File: config.mk
export PLATFORM = sky130hd
export DESIGN_NAME = line_color_filter_lap_counter
export DESIGN_NICKNAME = d
export VERILOG_FILES = /design/src/rtl/core/lcf_pkg.sv /design/src/rtl/core/line_color_filter_lap_counter.sv /design/src/rtl/core/lcf_classify.sv
export SDC_FILE = /design/constraint.sdc
export NUM_CORES = 1
export LEC_CHECK = 0
export BUFFER_PORTS_ARGS = -buffer_cell sky130_fd_sc_hd__buf_4
export CORE_MARGIN = 10
export CORE_UTILIZATION = 61
export CTS_CLUSTER_DIAMETER = 200
export DETAILED_ROUTE_END_ITERATION = 8
export PLACE_DENSITY_LB_ADDON = 0.25
export SKIP_CTS_REPAIR_TIMING = 1
export SLEW_MARGIN = 15
export SYNTH_ARGS = -nofsm -noshare
export SYNTH_HDL_FRONTEND = slang
export SYNTH_SLANG_ARGS = --single-unit
export TNS_END_PERCENT = 100
File: constraint.sdc
create_clock -name clk -period 7.1 [get_ports clk]
set_clock_uncertainty 0.2 [all_clocks]
set_input_delay 0 -clock clk [delete_from_list [all_inputs] [get_ports clk]]
set_output_delay 0 -clock clk [all_outputs]
set_load 0.03 [all_outputs]
File: src/rtl/core/lcf_pkg.sv
// ----------------------------------------------------------------------------
// lcf_pkg: shared types and constants for the line color filter
// Color codes, configuration register indexes and reset values, and the
// threshold bundle handed to the classifier.
// ----------------------------------------------------------------------------
`default_nettype none

package lcf_pkg;

  // Field widths
  localparam int WIDTH_W   = 16;
  localparam int CFG_W     = 16;
  localparam int CFG_IDX_W = 2;
  localparam int LAP_W     = 16;
  localparam int COLOR_W   = 3;

  // Default depth of the color history
  localparam int HISTORY_DEPTH_DEF = 3;

  // Color codes
  typedef enum logic [COLOR_W-1:0] {
    COLOR_OTHER = 3'd0,
    COLOR_BLACK = 3'd1,
    COLOR_WHITE = 3'd2,
    COLOR_RED   = 3'd3,
    COLOR_BLUE  = 3'd4
  } color_t;

  // Configuration register indexes
  localparam logic [CFG_IDX_W-1:0] REG_BLACK_MIN   = 2'd0;
  localparam logic [CFG_IDX_W-1:0] REG_WHITE_MAX   = 2'd1;
  localparam logic [CFG_IDX_W-1:0] REG_RED_MARGIN  = 2'd2;
  localparam logic [CFG_IDX_W-1:0] REG_BLUE_MARGIN = 2'd3;

  // Reset values of the thresholds
  localparam logic [CFG_W-1:0] BLACK_MIN_RST   = 16'd100;
  localparam logic [CFG_W-1:0] WHITE_MAX_RST   = 16'd25;
  localparam logic [CFG_W-1:0] RED_MARGIN_RST  = 16'd20;
  localparam logic [CFG_W-1:0] BLUE_MARGIN_RST = 16'd30;

  // Threshold bundle
  typedef struct packed {
    logic [CFG_W-1:0] black_min;
    logic [CFG_W-1:0] white_max;
    logic [CFG_W-1:0] red_margin;
    logic [CFG_W-1:0] blue_margin;
  } thresh_t;

endpackage

`default_nettype wire

File: src/rtl/core/line_color_filter_lap_counter.sv
// An accepted input beat passes through the input register and then the
// result register. Throughput: one beat per cycle while out_stall is low;
// the two registers decouple the two channels, so one new beat is taken
// while a result waits. The history update and lap logic sit in one stage.
// Reset (synchronous, rst_n low) restores thresholds to 100/25/20/30,
// clears history, filtered color, start flag, lap count and both valids.
// ----------------------------------------------------------------------------
// line_color_filter_lap_counter: line color filter and lap counter
// Classifies each sensor reading, filters the color over a short history
// and counts laps between the blue start line and the red finish line.
// ----------------------------------------------------------------------------
`default_nettype none

module line_color_filter_lap_counter #(
  parameter int HISTORY_DEPTH = lcf_pkg::HISTORY_DEPTH_DEF
) (
  input  wire logic                              clk,
  input  wire logic                              rst_n,
  // configuration
  input  wire logic                              cfg_we,
  input  wire logic [lcf_pkg::CFG_IDX_W-1:0]     cfg_index,
  input  wire logic [lcf_pkg::CFG_W-1:0]         cfg_data,
  // input channel
  input  wire logic                              in_valid,
  output logic                                   in_stall,
  input  wire logic [lcf_pkg::WIDTH_W-1:0]       in_red_width,
  input  wire logic [lcf_pkg::WIDTH_W-1:0]       in_blue_width,
  // result channel
  output logic                                   out_valid,
  input  wire logic                              out_stall,
  output logic [lcf_pkg::COLOR_W-1:0]            out_raw_color,
  output logic [lcf_pkg::COLOR_W-1:0]            out_track_color,
  output logic                                   out_start_armed,
  output logic [lcf_pkg::LAP_W-1:0]              out_lap_count,
  output logic                                   out_speed_change
);

  localparam int PTR_W = (HISTORY_DEPTH > 1) ? $clog2(HISTORY_DEPTH) : 1;
  localparam logic [PTR_W-1:0] PTR_LAST = PTR_W'(HISTORY_DEPTH - 1);

  // Configuration registers
  lcf_pkg::thresh_t thresh_r;

  always_ff @(posedge clk) begin
    if (!rst_n) begin
      thresh_r.black_min   <= lcf_pkg::BLACK_MIN_RST;
      thresh_r.white_max   <= lcf_pkg::WHITE_MAX_RST;
      thresh_r.red_margin  <= lcf_pkg::RED_MARGIN_RST;
      thresh_r.blue_margin <= lcf_pkg::BLUE_MARGIN_RST;
    end else if (cfg_we) begin
      unique case (cfg_index)
        lcf_pkg::REG_BLACK_MIN:   thresh_r.black_min   <= cfg_data;
        lcf_pkg::REG_WHITE_MAX:   thresh_r.white_max   <= cfg_data;
        lcf_pkg::REG_RED_MARGIN:  thresh_r.red_margin  <= cfg_data;
        lcf_pkg::REG_BLUE_MARGIN: thresh_r.blue_margin <= cfg_data;
        default: ;
      endcase
    end
  end

  // Input register
  logic                          s1_valid_r;
  logic [lcf_pkg::WIDTH_W-1:0]   s1_red_r;
  logic [lcf_pkg::WIDTH_W-1:0]   s1_blue_r;
  logic                          advance;
  logic                          in_take;

  assign advance  = s1_valid_r && (!out_valid || !out_stall);
  assign in_stall = s1_valid_r && !advance;
  assign in_take  = in_valid && !in_stall;

  always_ff @(posedge clk) begin
    if (!rst_n) begin
      s1_valid_r <= 1'b0;
    end else if (in_take) begin
      s1_valid_r <= 1'b1;
    end else if (advance) begin
      s1_valid_r <= 1'b0;
    end
  end

  always_ff @(posedge clk) begin
    if (in_take) begin
      s1_red_r  <= in_red_width;
      s1_blue_r <= in_blue_width;
    end
  end

  // Classify the held reading
  lcf_pkg::color_t raw;

  lcf_classify u_classify (
    .red_width  (s1_red_r),
    .blue_width (s1_blue_r),
    .thresh     (thresh_r),
    .color      (raw)
  );

  // Filter and lap state
  lcf_pkg::color_t            hist_r [HISTORY_DEPTH];
  logic [PTR_W-1:0]           ptr_r;
  logic [PTR_W-1:0]           ptr_nxt;
  lcf_pkg::color_t            filt_r;
  lcf_pkg::color_t            filt_nxt;
  logic                       start_r;
  logic                       start_nxt;
  logic [lcf_pkg::LAP_W-1:0]  laps_r;
  logic [lcf_pkg::LAP_W-1:0]  laps_nxt;
  logic                       pulse;
  logic                       agree;

  // All other entries must already hold the new color
  always_comb begin
    agree = 1'b1;
    for (int i = 0; i < HISTORY_DEPTH; i++) begin
      if ((PTR_W'(i) != ptr_r) && (hist_r[i] != raw)) begin
        agree = 1'b0;
      end
    end
  end

  // Next filtered color, start flag and lap count
  always_comb begin
    ptr_nxt   = (ptr_r == PTR_LAST) ? '0 : ptr_r + PTR_W'(1);
    filt_nxt  = agree ? raw : filt_r;
    start_nxt = start_r;
    laps_nxt  = laps_r;
    pulse     = 1'b0;
    if ((filt_nxt != lcf_pkg::COLOR_BLUE) && (filt_r == lcf_pkg::COLOR_BLUE)) begin
      start_nxt = 1'b1;
      pulse     = 1'b1;
    end
    if (start_nxt && (filt_nxt != lcf_pkg::COLOR_RED) && (filt_r == lcf_pkg::COLOR_RED)) begin
      laps_nxt  = laps_r + lcf_pkg::LAP_W'(1);
      start_nxt = 1'b0;
      pulse     = 1'b1;
    end
  end

  always_ff @(posedge clk) begin
    if (!rst_n) begin
      for (int i = 0; i < HISTORY_DEPTH; i++) begin
        hist_r[i] <= lcf_pkg::COLOR_OTHER;
      end
      ptr_r   <= '0;
      filt_r  <= lcf_pkg::COLOR_OTHER;
      start_r <= 1'b0;
      laps_r  <= '0;
    end else if (advance) begin
      hist_r[ptr_r] <= raw;
      ptr_r         <= ptr_nxt;
      filt_r        <= filt_nxt;
      start_r       <= start_nxt;
      laps_r        <= laps_nxt;
    end
  end

  // Result register
  always_ff @(posedge clk) begin
    if (!rst_n) begin
      out_valid <= 1'b0;
    end else if (advance) begin
      out_valid <= 1'b1;
    end else if (!out_stall) begin
      out_valid <= 1'b0;
    end
  end

  always_ff @(posedge clk) begin
    if (advance) begin
      out_raw_color    <= raw;
      out_track_color  <= filt_nxt;
      out_start_armed  <= start_nxt;
      out_lap_count    <= laps_nxt;
      out_speed_change <= pulse;
    end
  end

endmodule

`default_nettype wire

File: src/rtl/core/lcf_classify.sv
// ----------------------------------------------------------------------------
// lcf_classify: threshold classifier
// Maps a red/blue pulse-width pair to a raw color (unsigned compares for
// black/white, signed red/blue); rules black, white, red, blue, else other.
// ----------------------------------------------------------------------------
`default_nettype none

module lcf_classify (
  input  wire logic [lcf_pkg::WIDTH_W-1:0] red_width,
  input  wire logic [lcf_pkg::WIDTH_W-1:0] blue_width,
  input  wire lcf_pkg::thresh_t            thresh,
  output lcf_pkg::color_t                  color
);

  // Two extra bits keep the margin differences from overflowing
  localparam int SW = lcf_pkg::WIDTH_W + 2;

  logic signed [SW-1:0] r_s;
  logic signed [SW-1:0] b_s;
  logic signed [SW-1:0] red_lim;
  logic signed [SW-1:0] blue_lim;
  logic                 is_black;
  logic                 is_white;
  logic                 is_red;
  logic                 is_blue;

  // Extend widths and form the margin limits
  assign r_s      = $signed({2'b00, red_width});
  assign b_s      = $signed({2'b00, blue_width});
  assign red_lim  = b_s - $signed({2'b00, thresh.red_margin});
  assign blue_lim = r_s - $signed({2'b00, thresh.blue_margin});

  assign is_black = (red_width > thresh.black_min) && (blue_width > thresh.black_min);
  assign is_white = (red_width < thresh.white_max) && (blue_width < thresh.white_max);
  assign is_red   = r_s < red_lim;
  assign is_blue  = b_s < blue_lim;

  // Pick the first rule that matches
  always_comb begin
    priority if (is_black) begin
      color = lcf_pkg::COLOR_BLACK;
    end else if (is_white) begin
      color = lcf_pkg::COLOR_WHITE;
    end else if (is_red) begin
      color = lcf_pkg::COLOR_RED;
    end else if (is_blue) begin
      color = lcf_pkg::COLOR_BLUE;
    end else begin
      color = lcf_pkg::COLOR_OTHER;
    end
  end

endmodule

`default_nettype wire

### Word-level counts from Yosys, hierarchy flattened

Memory sizes are Yosys's and may differ from the RTL's.
Cells that the tools add are included.

* order comparisons: 6
* shift operators: 0
* $mul: 0
* add/sub/neg operators: 4
* mux-type cells: 24
* divide/modulo/power cells: 0
* bitwise gates (word level): 0
* reduce and logical (&&, ||, !) cells: 24
* equal/unequal tests: 14

Operators with widths (count)
* 17-bit by 18-bit < comparator with 1-bit output: 2
* 16-bit by 16-bit subtractor with 17-bit output: 2
* 16-bit greater-than comparator: 2
* 16-bit < comparator: 2
* 3-bit 2-to-1 mux: 6
* 16-bit by 1-bit adder with 16-bit output, second input constant: 1
* 16-bit 2-to-1 mux: 1
* 1-bit 2-to-1 mux: 15
* 1-bit logical AND: 11
* 3-bit != test: 3
* 2-bit AND reduction: 4
* 2-bit == test, second input constant: 3
* 1-bit logical NOT: 4
* 2-bit 2-to-1 mux: 2
* 2-bit nonzero test: 2
* 3-bit by 2-bit == test with 1-bit output, second input constant: 1
* 3-bit == test, second input constant: 1
* 3-bit by 2-bit != test with 1-bit output, second input constant: 1
* 3-bit != test, second input constant: 1
* 3-bit OR reduction: 1
* 2-bit by 1-bit adder with 2-bit output, second input constant: 1
* 2-bit by 1-bit == test with 1-bit output, second input constant: 1
* 2-bit logical NOT: 1
* 1-bit by 2-bit != test with 1-bit output, first input constant: 1
* other kinds (3): 3

* register bits: 144
* bits of input ports: 55
* memories kept: 1
* latch bits: 0
* ROM bits: 0
* output and inout bits: 26
* logic and storage cells: 90
* bits in writable memories: 9

Memory list
* hist_r: words 3, width 3, read ports 3, clocked after memory_dff 0, write ports 3, RTL line line_color_filter_lap_counter.sv:100 `lcf_pkg::color_t hist_r [HISTORY_DEPTH];`

### Longest topological paths before layout

* depth after elaboration: 18
* depth in mapped cells: 29
* gate-level depth less buffers: 27

### Cells and area by module

Synthesis repeated with hierarchy kept, for this count alone.

* cell total of the unflattened synthesis: 1078
* area, all modules: 9731.8 um2

By module, submodules not included
* line_color_filter_lap_counter: area each 6160.9 um2, cells each 603, instances 1
* lcf_classify: area each 3570.9 um2, cells each 475, instances 1

### Least setup slack after synthesis

OpenSTA, ideal clock, no wires.

* path type: register -> register
* start: register s1_red_r[1] (netlist name)
* end: register out_lap_count[11] (netlist name) (data pin)
* setup slack: 1892 ps
* arrival time: 4736 ps
* clock period less this slack: 5208 ps
* stages on the path, launching flop included: 28
* setup time: 272 ps
* cells stage by stage: edfxtp_1 > ha_1 > nor2b_1 > o21ai_0 > a21oi_1 > o21ai_0 > a21oi_1 > o21ai_0 > a21oi_1 > o21ai_0 > a21oi_1 > a21oi_1 > o21bai_1 > xnor2_1 > ha_1 > nand4_1 > a21oi_1 > nor4_1 > o211ai_1 > a21oi_1 > nand4_4 > xor2_1 > o31ai_1 > a211oi_2 > a21oi_2 > buf_2 > nor4_1 > xor2_1

* longest elaborated chain between the ends: 18
* elaborated cells on any way between the ends: 28
* classes of those cells: add/sub (1); order compare (4); eq/ne (5); mux (10); reduce/logical (8)

Ends and longest elaborated chain
* start: declaration: RTL line line_color_filter_lap_counter.sv:63 `logic [lcf_pkg::WIDTH_W-1:0] s1_red_r;`
* start signal: assignment: RTL line line_color_filter_lap_counter.sv:84 `s1_red_r <= in_red_width;`
* 16-bit by 16-bit subtractor with 17-bit output: RTL line lcf_classify.sv:31 `assign blue_lim = r_s - $signed({2'b00, thresh.blue_margin});`
* 17-bit by 18-bit < comparator with 1-bit output: RTL line lcf_classify.sv:36 `assign is_blue = b_s < blue_lim;`
* 3-bit 2-to-1 mux: RTL line lcf_classify.sv:46 `end else if (is_blue) begin`
* 3-bit 2-to-1 mux: RTL line lcf_classify.sv:44 `end else if (is_red) begin`
* 3-bit 2-to-1 mux: RTL line lcf_classify.sv:42 `end else if (is_white) begin`
* 3-bit 2-to-1 mux (*): RTL line lcf_classify.sv:40 `priority if (is_black) begin`
* 3-bit != test: RTL line line_color_filter_lap_counter.sv:116 `if ((PTR_W'(i) != ptr_r) && (hist_r[i] != raw)) begin`
* 1-bit logical AND: RTL line line_color_filter_lap_counter.sv:116
* 1-bit 2-to-1 mux (3 in series): RTL line line_color_filter_lap_counter.sv:116
* 3-bit 2-to-1 mux (*): RTL line line_color_filter_lap_counter.sv:125 `filt_nxt = agree ? raw : filt_r;`
* 3-bit != test: RTL line line_color_filter_lap_counter.sv:129 `if ((filt_nxt != lcf_pkg::COLOR_BLUE) && (filt_r == lcf_pkg::COLOR_BLUE)) begin`
* 1-bit logical AND: RTL line line_color_filter_lap_counter.sv:129
* 1-bit 2-to-1 mux: RTL line line_color_filter_lap_counter.sv:129
* 1-bit logical AND (*) (2 in series): RTL line line_color_filter_lap_counter.sv:133 `if (start_nxt && (filt_nxt != lcf_pkg::COLOR_RED) && (filt_r == lcf_pkg::COLOR_RED)) begin`
* 16-bit 2-to-1 mux (*): RTL line line_color_filter_lap_counter.sv:133
* net laps_nxt (one bit): RTL line line_color_filter_lap_counter.sv:108 `logic [lcf_pkg::LAP_W-1:0] laps_nxt;`
* end signal: assignment: RTL line line_color_filter_lap_counter.sv:174 `out_lap_count <= laps_nxt;`
* end: declaration: RTL line line_color_filter_lap_counter.sv:34 `output logic [lcf_pkg::LAP_W-1:0] out_lap_count,`

The timed path passes the listed nets; every way through them passes the cells marked *.
A chain may end at the register's enable or synchronous reset.

### Worst setup path in the final report

* start: register s1_red_r[1] (netlist name)
* end: register out_lap_count[10] (netlist name) (data pin)

Same word-level chain as after synthesis.

==> results.sh <==
export IMPL_status="finished clean"
export IMPL_portBuffers=80
export IMPL_cp_end_kind="register"
export IMPL_whs_path_depth=6
export IMPL_worstHoldPathType="in -> reg"
export IMPL_synthCells=1065
export IMPL_cp_arrival_ns=6.34
export IMPL_fp_row_count=45
export IMPL_power_density_mw_per_mm2=203
export IMPL_power_leakage_nw=4.65
export IMPL_h_tree_depth=4
export IMPL_drive_above_1_share_pct=12.2
export IMPL_area_delta_synth_final_pct=20.6
export IMPL_grt_pass1_wl_mm=39.6
export IMPL_synth_compound_area_share_pct=17.3
export IMPL_antenna_found_initial=0
export IMPL_hold_viol_final=0
export IMPL_vias=8401
export IMPL_clockBufferDepth=2
export IMPL_avgSynthCellArea_um2=8.97
export IMPL_cts_sinks=153
export IMPL_synth_mux_area_share_pct=0.550
export IMPL_synth_edf_count=65
export IMPL_track_usage_pct=22.7
export IMPL_cpMaxStageDelayCell="edfxtp_1"
export IMPL_fmax_ghz=0.157
export IMPL_cp_slowest_stage_delay_ns=0.50
export IMPL_worst_path_max_fanout=53
export IMPL_die_height_um=145
export IMPL_ir_drop_uv=219
export IMPL_total_power_mw=2.34
export IMPL_ys_warn_count=0
export IMPL_synth_top_family_by_area="simple AND/OR/NAND/NOR gates"
export IMPL_worstSetupStartpointType="register"
export IMPL_worstPathRequired_ns=7.06
export IMPL_drv_slew=0
export IMPL_crit_path_frequent_cell="a21oi_1"
export IMPL_drc=0
export IMPL_cts_tree="done"
export IMPL_finalWirelength_mm=25.2
export IMPL_setup_tns_ns=0
export IMPL_grt_pass1_vias=8080
export IMPL_worstMarginPinSlew_ns=1.16
export IMPL_rr_worst_depth=27
export IMPL_routedWlPerCell_um=17.7
export IMPL_syn_area_mm2=0.00955
export IMPL_synth_fa_ha_area_share_pct=16.8
export IMPL_die_area_mm2=0.0211
export IMPL_drt_iter0_markers=667
export IMPL_die_w_um=145
export IMPL_synthSimpleGateAreaFrac_pct=17.8
export IMPL_finalSetupViolCount=0
export IMPL_routabilityCongestion=0.887
export IMPL_ant_nets=0
export IMPL_ys_types=71
export IMPL_seq_area_frac_synth_pct=38.9
export IMPL_critPathKind="reg -> reg"
export IMPL_synth_flop_cell="dfxtp_1"
export IMPL_cts_root_buf="clkbuf_16"
export IMPL_max_slew_margin_pct=22.5
export IMPL_dp_hpwl_mm=17.9
export IMPL_vias_per_cell=5.91
export IMPL_clk_pin_slew_worst_paths_ns=0.06
export IMPL_cap_violations=0
export IMPL_ioPinCount=81
export IMPL_fin_crit_sh_pct=89.9
export IMPL_grt_max_degree=74
export IMPL_grt_setup_unrepaired="false"
export IMPL_first_pass_iters=6
export IMPL_ys_async_sr_fraction_pct=0
export IMPL_placedCellCount=1328
export IMPL_synth_seq_cells=153
export IMPL_numCtsBuffers=17
export IMPL_synthesis_nets=1247
export IMPL_period_minus_slack_ns=6.38
export IMPL_clk_latency_ns=0.43
export IMPL_overflow=0
export IMPL_synthXorXnorAreaFrac_pct=3.58
export IMPL_initial_core_util_pct=62.6
export IMPL_fin_nets=1379
export IMPL_antennaDiodeCount=0
export IMPL_layoutNonFillerInstCount=1421
export IMPL_core_area_mm2=0.0153
[state kept, by name, summed over array words and instances, names as in the netlist]
signal	cells
out_raw_color	3
start_r	1
out_valid	1
s1_valid_r	1
s1_red_r	16
out_start_armed	1
out_track_color	3
hist_r	9
filt_r	3
ptr_r	2
thresh_r	64
out_speed_change	1
s1_blue_r	16
laps_r	16
out_lap_count	16
[power breakdown]
part / switching [mW] / internal, mW / total (mW)
sequential: 0.0304 / 0.955 / 0.986
clock: 0.367 / 0.524 / 0.891
combinational: 0.266 / 0.194 / 0.460
[placed cells by master, fill, tap and decap left out, types with 11 or more instances in the layout]
| cell | instances |
|---|---|
| inv_1 | 92 |
| a21oi_1 | 127 |
| nand2b_1 | 15 |
| a21o_1 | 11 |
| edfxtp_1 | 65 |
| nor2_1 | 39 |
| nand2_1 | 163 |
| clkbuf_16 | 17 |
| buf_4 | 85 |
| dfxtp_1 | 88 |
| ha_1 | 125 |
| dlygate4sd3_1 | 61 |
| o21ai_0 | 46 |
| xor2_1 | 29 |
| o211ai_1 | 14 |
| nor4_1 | 15 |
| nand3_1 | 33 |
[critical path, delay by kind of cell (launching register included)]
family / cells / cell delay [ns]
fa+ha+maj: 2 / 0.60
compound gates: 16 / 2.91
buf+inv: 1 / 0.29
simple gates: 5 / 1.15
xor+xnor: 3 / 0.45
flops: 1 / 0.50
[through the flow]
step	util [%]	setup slack, ns	hold WS, ns	area (um^2)
after floorplan	-	1.89	-0.101	9550
after global placement	67.8	0.933	-0.0218	10300
after detailed placement	67.8	0.655	-0.0207	10300
after CTS	71.5	0.615	-0.471	10900
after global routing	75.5	0.0890	0.0569	11500
final	75.5	0.718	0.0246	11500
[layer usage]
layer,share of wire (%),track usage (%)
met3,7.0,5.46
met4,2.1,6.72
met1,42,27.5
met2,48,38.9
met5,0,0
[path summary, 6_finish.rpt]
| path | slack [ns] | start | end |
|---|---|---|---|
| worst max-delay path | 0.72 | s1_red_r[1] | out_lap_count[10] |
| worst min register to register | 0.25 | thresh_r[6] | thresh_r[6] |
| worst min-delay path | 0.02 | cfg_we | thresh_r[42] |
| worst max register to register | 0.72 | s1_red_r[1] | out_lap_count[10] |
[area by class of cell]
cell class / instances / area (um^2)
Tap cell: 211 / 264
Sequential cell: 153 / 3710
Fill cell: 1072 / 3740
Timing Repair Buffer: 146 / 1250
Multi-Input combinational cell: 785 / 5370
Clock buffer: 20 / 447
Inverter: 94 / 353
Clock inverter: 12 / 124
[Yosys cell counts (14+ instances only)]
cell / n / area (um^2)
nand3_1: 33 / 165
o21ai_0: 47 / 235
dfxtp_1: 88 / 1760
ha_1: 125 / 1560
a21oi_1: 127 / 636
o211ai_1: 14 / 105
nand2b_1: 15 / 93.8
xor2_1: 29 / 254
clkbuf_1: 28 / 105
edfxtp_1: 65 / 1950
nor4_1: 15 / 93.8
nand2_1: 163 / 612
nor2_1: 39 / 146
inv_1: 92 / 345
[logic make-up after synthesis]
kind of cell               after synthesis
AOI/OAI and AO/OA                      268
xor gates and xnor gates                39
adders and majority gates              127
buffers and inverters                  127
DFF                                    153
muxes                                    5
and+or+nand+nor                        346
(Power assumes the default switching activity.)
